$ cat config.mk
export PLATFORM = sky130hd
export DESIGN_NAME = grtt_ctrl
export DESIGN_NICKNAME = d
export VERILOG_FILES = /design/src/rtl/grtt_pkg.sv /design/src/rtl/grtt_ctrl.sv
export SDC_FILE = /design/constraint.sdc
export NUM_CORES = 1
export LEC_CHECK = 0
export BUFFER_PORTS_ARGS = -buffer_cell sky130_fd_sc_hd__buf_4
export CORE_AREA = 5 5 42 44
export CTS_BUF_LIST = sky130_fd_sc_hd__clkbuf_8
export CTS_CLUSTER_SIZE = 25
export DETAILED_ROUTE_END_ITERATION = 12
export DIE_AREA = 0 0 47 49
export PLACE_DENSITY_LB_ADDON = 0.12
export SLEW_MARGIN = 20
export SYNTH_ARGS = -nofsm -noshare
export SYNTH_HDL_FRONTEND = slang
export SYNTH_SLANG_ARGS = --single-unit
export TNS_END_PERCENT = 100
$ cat constraint.sdc
create_clock -name clk -period 2.5 [get_ports clk]
set_input_delay 0.25 -clock clk [delete_from_list [all_inputs] [get_ports clk]]
set_output_delay 0.25 -clock clk [all_outputs]
set_load 0.1 [all_outputs]
$ cat src/rtl/grtt_pkg.sv
// ---------------------------------------------------------------------------
// grtt_pkg: shared types and constants for the grid ray tile tracer
// Holds command codes, result codes and the controller/datapath interface.
// ---------------------------------------------------------------------------
package grtt_pkg;

    localparam logic [1:0] CMD_LOAD  = 2'd0;
    localparam logic [1:0] CMD_CLEAR = 2'd1;
    localparam logic [1:0] CMD_TRACE = 2'd2;
    localparam logic [1:0] CMD_READ  = 2'd3;

    localparam logic [1:0] ST_ACK  = 2'd0;
    localparam logic [1:0] ST_WALL = 2'd1;
    localparam logic [1:0] ST_DOOR = 2'd2;
    localparam logic [1:0] ST_LEFT = 2'd3;

    // The tile ports are six bits wide, so the map side is fixed.
    localparam int MAP_SIZE = 64;

    localparam int POS_W  = 22;
    localparam int WORD_W = 10;
    localparam int ACC_W  = 34;

    // Commands from the controller to the datapath.
    typedef struct packed {
        logic start;     // capture the transfer and set up the walk
        logic clr_step;  // write one visibility entry to zero (sweep)
        logic vprobe;    // probe the current vertical-walk tile (read issued)
        logic hprobe;    // probe the current horizontal-walk tile (read issued)
        logic vresolve;  // evaluate tile data for a vertical probe
        logic hresolve;  // evaluate tile data for a horizontal probe
        logic finish;    // form the result
    } grtt_cmd_t;

    // Status from the datapath to the controller.
    typedef struct packed {
        logic v_pending;  // vertical walk still has a boundary to cross
        logic h_pending;
        logic v_inmap;
        logic h_inmap;
        logic hit;        // last resolve stopped the ray
        logic clr_last;   // sweep has reached the final entry
    } grtt_stat_t;

endpackage

$ cat src/rtl/grtt_ctrl.sv
// ---------------------------------------------------------------------------
// grtt_ctrl: sequencing state machine for the ray tile tracer
// Runs the command flow and the alternating vertical/horizontal walks.
// ---------------------------------------------------------------------------
module grtt_ctrl (
    input  logic                 clk,
    input  logic                 rst_n,
    input  logic                 in_valid,
    output logic                 in_ready,
    input  logic [1:0]           cmd,
    output logic                 out_valid,
    input  logic                 out_ready,
    output grtt_pkg::grtt_cmd_t  cmd_out,
    input  grtt_pkg::grtt_stat_t stat
);
    import grtt_pkg::*;

    typedef enum logic [3:0] {
        S_IDLE, S_DECODE, S_CLEAR, S_VTEST, S_VREAD, S_VRES, S_HTEST, S_HREAD,
        S_HRES, S_FIN, S_READ, S_OUT
    } state_t;

    state_t state_reg;
    logic   moved_reg;
    logic   init_reg;
    logic [1:0] cmd_reg;

    assign in_ready  = (state_reg == S_IDLE) || (state_reg == S_OUT && out_ready);
    assign out_valid = (state_reg == S_OUT);

    always_comb
    begin
        cmd_out          = '0;
        cmd_out.start    = in_valid && in_ready;
        cmd_out.clr_step = (state_reg == S_CLEAR);
        cmd_out.vprobe   = (state_reg == S_VREAD);
        cmd_out.hprobe   = (state_reg == S_HREAD);
        cmd_out.vresolve = (state_reg == S_VRES);
        cmd_out.hresolve = (state_reg == S_HRES);
        cmd_out.finish   = (state_reg == S_FIN);
    end

    always_ff @(posedge clk or negedge rst_n)
    begin
        if (!rst_n)
        begin
            // The visibility bitmap is swept clear after reset; no result.
            state_reg <= S_CLEAR;
            moved_reg <= 1'b0;
            init_reg  <= 1'b1;
            cmd_reg   <= CMD_LOAD;
        end
        else
        begin
            case (state_reg)
                S_IDLE, S_OUT:
                begin
                    if (state_reg == S_OUT && !out_ready)
                        state_reg <= S_OUT;
                    else if (in_valid)
                    begin
                        cmd_reg   <= cmd;
                        state_reg <= S_DECODE;
                    end
                    else
                        state_reg <= S_IDLE;
                end
                S_DECODE:
                begin
                    moved_reg <= 1'b0;
                    case (cmd_reg)
                        CMD_CLEAR: state_reg <= S_CLEAR;
                        CMD_TRACE: state_reg <= S_VTEST;
                        CMD_READ:  state_reg <= S_READ;
                        default:   state_reg <= S_FIN;
                    endcase
                end
                S_CLEAR:
                    if (stat.clr_last)
                    begin
                        init_reg  <= 1'b0;
                        state_reg <= init_reg ? S_IDLE : S_FIN;
                    end
                S_READ:
                    state_reg <= S_FIN;
                S_VTEST:
                begin
                    if (!stat.v_pending)
                        state_reg <= S_HTEST;
                    else if (!stat.v_inmap)
                        state_reg <= S_FIN;
                    else
                        state_reg <= S_VREAD;
                end
                S_VREAD:
                    state_reg <= S_VRES;
                S_VRES:
                begin
                    moved_reg <= 1'b1;
                    state_reg <= S_VTEST;
                end
                S_HTEST:
                begin
                    if (stat.hit)
                        state_reg <= S_FIN;
                    else if (!stat.h_pending)
                    begin
                        moved_reg <= 1'b0;
                        state_reg <= moved_reg ? S_VTEST : S_FIN;
                    end
                    else if (!stat.h_inmap)
                        state_reg <= S_FIN;
                    else
                        state_reg <= S_HREAD;
                end
                S_HREAD:
                    state_reg <= S_HRES;
                S_HRES:
                begin
                    moved_reg <= 1'b1;
                    state_reg <= S_HTEST;
                end
                S_FIN:
                    state_reg <= S_OUT;
                default:
                    state_reg <= S_IDLE;
            endcase
            if (state_reg == S_VTEST && stat.hit)
                state_reg <= S_FIN;
        end
    end

endmodule

==> out/qor.yml, run 1 <==
status: "finished, final reports clean"
dieHeight_um: 49
grt_antenna_before_repair: 0
critPathLaunchType: "flop"
synth-edff-count: 0
cts_resized: 0
grt_max_degree: 23
cts_tree: "yes"
dp_hpwl_um: 1270
portBuffers: 20
layout.cells.most_common: "buf_4"
peakVddDrop_v: 0.000965
final_cell_mix: "buf_4 (21), nor2_1 (10), nand2_1 (8), inv_1 (7), dfrtp_1 (6)"
dr.first_iter.drc_count: 29
worst_pin_slew_ns: 0.477
fin_crit_sh_pct: 83.3
crit_slowest_cell: "dfstp_2"
grt_pass1_wl_um: 2640
drive_above_1_share_pct: 31.7
p_leak_nw: 0.445
finalCriticalPeriod_ns: 2.08
cp-endpoint: "cmd_out[6]"
rows: 14
syn_area_um2: 701
numPlacedInstances: 116
post_synth.cell_area_avg_um2: 8.24
crit_arrival_ns: 1.83
maxSlewHeadroom_pct: 68.2
whs_ns: 0.167
final_cell_area_um2: 901
core_um2: 1400
crit_chain: "nand4_1 > a21oi_4 > nand2_2 > inv_1 > buf_4"
end_kind: "output pin"
timing.reg2reg.setup_slack_ns: 0.80
path_clk_slew_ns: 0.04
htree_levels: 1
fp.dieW_um: 47
grt_overflow_total: 0
synth_cell_types: 41
largest_reg_flops: 4
crit_cells: 5
via_per_inst: 5.69
crit_fanout: 22
clockBufferDepth: 2
ys.flop_type: "dfrtp_1"
grt_pass1_vias: 615
critPathBufInv: 2
fin_cells: 120
reg2reg_depth: 4
timing.rr.start: "state_reg[1]"
reg2reg_to: "cmd_reg[0]"
grt_use_total_pct: 15.5
fp.dieArea_um2: 2300
cts_setup_buffers: 0
drcViolationCount: 0
critPathLaunch: "state_reg[1]"
max_stage_delay_ns: 0.73
ys_async_sr_fraction_pct: 100
area_growth_pct: 28.6
setup_viol: 0
p_per_area_nw_per_um2: 1520
place_area_um2: 850
place_congestion: 0.781
clk_latency_ns: 0.23
fmax_ghz: 0.480
numCtsBuffers: 3
start_util_pct: 50.0
ant_nets: 0
drv_cap: 0
avgRoutedWirePerCell_um: 13.8
hold_buffers: 1
hold_violations: 0
syn_inst: 85
skew_ns: 0.00359
pin_count: 21
fin_nets: 120
ys_warn_count: 0
maxSlewViolCount: 0
wirelength_um: 1650
clock_sinks: 8
rsz0062_at_grt: "false"
path_class: "reg2out"
ys_seq_elements: 8
min_path_type: "in2reg"
critPathTopFamily: "flip-flops"
finalSetupTns_ns: 0
synth_seq_area_share_pct: 28.9
diodes: 0
drtPass1Iterations: 4
cp.required_ns: 2.25
vias: 683
root_buffer: "clkbuf_8"
syn_nets: 99
[cell usage after synthesis (3+ instances only)]
cell type / n / area [um^2]
nor2_1: 10 / 37.5
dfrtp_1: 6 / 150
nand2_1: 8 / 30.0
nand2b_1: 4 / 25.0
or3_1: 3 / 18.8
inv_1: 7 / 26.3
nor3_1: 3 / 15.0
[layer usage]
metal | global-route usage (%) | up-vias | wire, um
met3 | 4.06 | 5 | 83
met1 | 21.7 | 306 | 768
met2 | 21.7 | 21 | 762
met5 | 0 | - | 0
li1 | - | 351 | -
met4 | 6.91 | 0 | 36
[cells by family (layout without fill, tap and decap cells)]
| kind of cell | count (synthesis) | after routing | synth area share (%) |
|---|---|---|---|
| AND/OR/NAND/NOR | 36 | 36 | 27.0 |
| AO/OA/AOI/OAI | 23 | 23 | 25.7 |
| buffers and inverters | 13 | 32 | 8.93 |
| flip-flops | 8 | 8 | 28.9 |
| multiplexers | 3 | 3 | 5.89 |
| adder cells (fa/ha/maj) | 2 | 2 | 3.57 |
[how the worst min path moves through the flow]
stage                    to    start  depth (start not counted)  slack [ns]
2_1_floorplan    cmd_reg[0]    rst_n                          0       -0.05
6_report           init_reg  stat[0]                          2        0.17
5_1_grt            init_reg  stat[0]                          2        0.17
3_5_place_dp   state_reg[3]    rst_n                          1        0.08
3_3_place_gp     cmd_reg[1]    rst_n                          1        0.07
4_1_cts            init_reg  stat[0]                          2        0.17
[final cells by class]
| type | count | area [um^2] |
|---|---|---|
| clock buffer | 3 | 41.3 |
| fill | 128 | 500 |
| inverter | 7 | 26.3 |
| multi-input combinational | 64 | 443 |
| sequential | 8 | 203 |
| tap | 16 | 20.0 |
| timing repair buffer | 22 | 168 |
[report_power, final]
part           leakage [nW]  internal [mW]  switching, mW
clock                0.0216          0.104         0.0513
combinational         0.331          0.326          0.580
sequential           0.0933          0.195          0.114
[metrics by stage]
stage | util [%] | setup slack, ns | total power, mW
floorplan | - | -0.554 | 1.06
global placement | 60.6 | 0.723 | 1.21
detailed placement | 60.6 | 0.676 | 1.21
CTS | 64.3 | 0.434 | 1.38
global route | 64.3 | 0.309 | 1.47
finish | 64.3 | 0.417 | 1.37
(Power assumes the default switching activity.)
==> inputs of run 2 (changes only) <==
--- a/config.mk
+++ b/config.mk
@@ -5,12 +5,13 @@
 export SDC_FILE = /design/constraint.sdc
 export NUM_CORES = 1
 export LEC_CHECK = 0
+export ABC_AREA = 1
 export BUFFER_PORTS_ARGS = -buffer_cell sky130_fd_sc_hd__buf_4
-export CORE_AREA = 5 5 42 44
+export CORE_MARGIN = 5
+export CORE_UTILIZATION = 51
 export CTS_BUF_LIST = sky130_fd_sc_hd__clkbuf_8
 export CTS_CLUSTER_SIZE = 25
 export DETAILED_ROUTE_END_ITERATION = 12
-export DIE_AREA = 0 0 47 49
 export PLACE_DENSITY_LB_ADDON = 0.12
 export SLEW_MARGIN = 20
 export SYNTH_ARGS = -nofsm -noshare
==> constraint.sdc (replaced) <==
create_clock -name clk -period 2.17 [get_ports clk]
set_input_delay 0.217 -clock clk [delete_from_list [all_inputs] [get_ports clk]]
set_output_delay 0.217 -clock clk [all_outputs]
set_load 0.1 [all_outputs]
==> run 2 against run 1 <==
Wire length fell by 1.4%. Power rose by 6.4%. Die area fell by 7.2%. Register-to-register slack got worse by 0.06 ns. Synthesized cell count rose by 31%. Combinational power rose by 11%. First-iteration DRC count fell by 55%. Critical endpoint unchanged. Largest cell class unchanged.
==> out/qor.yml, run 2 <==
fp.dieW_um: 46.2  # -1.6%
drcViolationCount: 0  # unchanged
grt_overflow_total: 0  # unchanged
start_util_pct: 52.8  # +2.8 points
path_clk_slew_ns: 0.04  # about the same
maxSlewHeadroom_pct: 77.9  # +9.6 points
dp_hpwl_um: 1300  # +2.3%
yosysTopAreaCellShare_pct: 22.4  # +1.0 points
grt_antenna_before_repair: 0  # unchanged
synth_top_family_by_area: "simple AND/OR/NAND/NOR gates"
cts_tree: "yes"
drive_above_1_share_pct: 27.4  # -4.3 points
rsz0062_at_grt: "false"
syn_nets: 125  # +26%
place_ws_ns: 0.564  # -0.112 ns
critPathLaunch: "state_reg[3]"
finalCriticalPeriod_ns: 1.86
diodes: 0  # unchanged
p_leak_nw: 0.587  # +32%
cp-endpoint: "cmd_out[6]"
worst_slack_ns: 0.312  # -0.106 ns
drtPass1Iterations: 4  # unchanged
ys.flop_type: "dfrtp_1"
wirelength_um: 1630  # -1.4%
grt_pass1_wl_um: 2660  # +0.79%
syn_area_um2: 669  # -4.5%
synth_cell_types: 16  # -61%
synth-edff-count: 0  # unchanged
yosysMostFrequentCell: "nand2_1"
portBuffers: 20  # unchanged
critPathLaunchType: "flop"
fin_nets: 151  # +26%
place_congestion: 0.835  # +6.8%
fp.dieArea_um2: 2140  # -7.2%
reg2reg_depth: 7  # +3
synthTopCellsByCount: "nand2_1 (37), inv_1 (22), nor2_1 (17)"
vias: 720  # +5.4%
fin_crit_sh_pct: 85.6
path_class: "reg2out"
yosys.area_share.simple_pct: 44.3  # +17 points
cts_resized: 0  # unchanged
crit_arrival_ns: 1.64  # -0.19 ns
clockBufferDepth: 2  # unchanged
numCtsBuffers: 3  # unchanged
final_cell_mix: "nand2_1 (37), inv_1 (22), buf_4 (20), nor2_1 (17), nand3_1 (7)"
layout.cells.most_common: "nand2_1"
drv_cap: 0  # unchanged
finalSetupTns_ns: 0  # unchanged
largest_reg_flops: 4  # unchanged
p_per_area_nw_per_um2: 1630  # +6.9%
clock_sinks: 8  # unchanged
synth_seq_area_share_pct: 30.3  # +1.4 points
syn_inst: 111  # +31%
status: "finished, final reports clean"
htree_levels: 1  # unchanged
synth_area_leaders: "dfrtp_1 (22%), nand2_1 (21%), inv_1 (12%)"
synth_xor_area_share_pct: 0  # unchanged
cp.required_ns: 1.95  # -0.30 ns
root_buffer: "clkbuf_8"
peakVddDrop_v: 0.000942  # -2.4%
core_um2: 1270  # -9.5%
ant_nets: 0  # unchanged
pin_count: 21  # unchanged
grt_max_degree: 10  # -57%
p_total_mw: 1.46  # +6.4%
via_per_inst: 4.80  # -16%
ys_seq_elements: 8  # unchanged
worst_pin_slew_ns: 0.332  # -0.145 ns
crit_fanout: 9  # -59%
end_kind: "output pin"
clk_latency_ns: 0.22  # about the same
muxShareOfSynthArea_pct: 0  # -5.9 points
setup_viol: 0  # unchanged
reg2reg_to: "state_reg[0]"
hold_violations: 0  # unchanged
timing.reg2reg.setup_slack_ns: 0.74  # -0.06 ns
synth_top_cell_by_area: "dfrtp_1"
synth-compound-area-share_pct: 7.48  # -18 points
area_growth_pct: 34.0
fmax_ghz: 0.538
avgRoutedWirePerCell_um: 10.9  # -21%
skew_ns: 0.000206  # -0.00339 ns
post_synth.cell_area_avg_um2: 6.03  # -27%
rows: 13  # -1
timing.rr.start: "state_reg[1]"
grt_use_total_pct: 17.9  # +2.4 points
ys_async_sr_fraction_pct: 100  # unchanged
ys_warn_count: 0  # unchanged
synthAdderAreaFrac_pct: 3.74  # +0.17 points
grt_pass1_vias: 651  # +5.9%
maxSlewViolCount: 0  # unchanged
min_path_type: "in2reg"
dieHeight_um: 46.2  # -5.7%
dr.first_iter.drc_count: 13  # -55%
==> run 2: cell types whose count changed after synthesis, sizes merged, moves of 3 or more <==
cell | previous run | this run
a21oi | 3 | 0
buf | 4 | 0
inv | 7 | 24
mux2 | 3 | 0
nand2 | 9 | 39
nand2b | 5 | 0
nand3 | 0 | 7
nor2 | 10 | 20
nor3 | 3 | 0
o21ai | 3 | 6
or3 | 3 | 0
==> run 2: worst max-delay path, cell delays in order, from the launching register on <==
cell and delay [ns]:
dfrtp_1 0.40, nor2_2 0.31, nand2_1 0.17, o21ai_4 0.10, nand2_2 0.06, clkinv_2 0.08, buf_4 0.29
==> run 2: layout make-up <==
cell class | instances | area [um^2]
Timing Repair Buffer | 21 | 160
Sequential cell | 8 | 203
Tap cell | 15 | 18.8
Clock buffer | 3 | 41.3
Multi-Input combinational cell | 78 | 379
Inverter | 25 | 95.1
Fill cell | 114 | 372
==> run 2: per-stage QoR <==
step / hold slack (ns) / std cells / util, % / area [um^2]
global route: 0.227 / 150 / 70.7 / 897
floorplan: -0.0786 / 111 / - / 677
global placement: 0.0364 / 146 / 66.7 / 846
finish: 0.221 / 150 / 70.7 / 897
detailed placement: 0.0370 / 146 / 66.7 / 846
CTS: 0.218 / 150 / 70.7 / 897
==> run 2: logic make-up (layout without fill, tap and decap cells) <==
family,Yosys count,in the layout
AO/OA/AOI/OAI,7,7
buffers and inverters,25,49
adder cells (fa/ha/maj),2,2
flip-flops,8,8
AND/OR/NAND/NOR,69,69
==> run 2: layer usage <==
metal	part of all wire, %	global-route usage (%)	vias to the layer above
met1	45	22.1	306
met5	0	0	-
met4	4.6	13.6	0
met3	5.8	1.56	8
li1	-	-	380
met2	44	28.3	26
==> run 2: worst min path at each step <==
stage | cells after the start | start | slack [ns] | end
4_1_cts | 3 | cmd[1] | 0.22 | cmd_reg[1]
2_1_floorplan | 0 | rst_n | -0.08 | cmd_reg[0]
3_5_place_dp | 1 | rst_n | 0.04 | cmd_reg[0]
6_report | 3 | cmd[0] | 0.22 | cmd_reg[0]
3_3_place_gp | 1 | rst_n | 0.04 | cmd_reg[0]
5_1_grt | 3 | cmd[0] | 0.23 | cmd_reg[0]
==> run 2: report_power, final <==
part	switching, mW	internal (mW)	leakage, nW
logic	0.739	0.275	0.471
clock network	0.0519	0.120	0.0216
registers	0.0484	0.224	0.0946
total	0.840	0.619	0.587
==> run 2: timing repair <==
item | in CTS | in global routing
setup buffers | 0 | 0
hold buffers | 1 | 0
hold endpoints to repair | 8 | 0
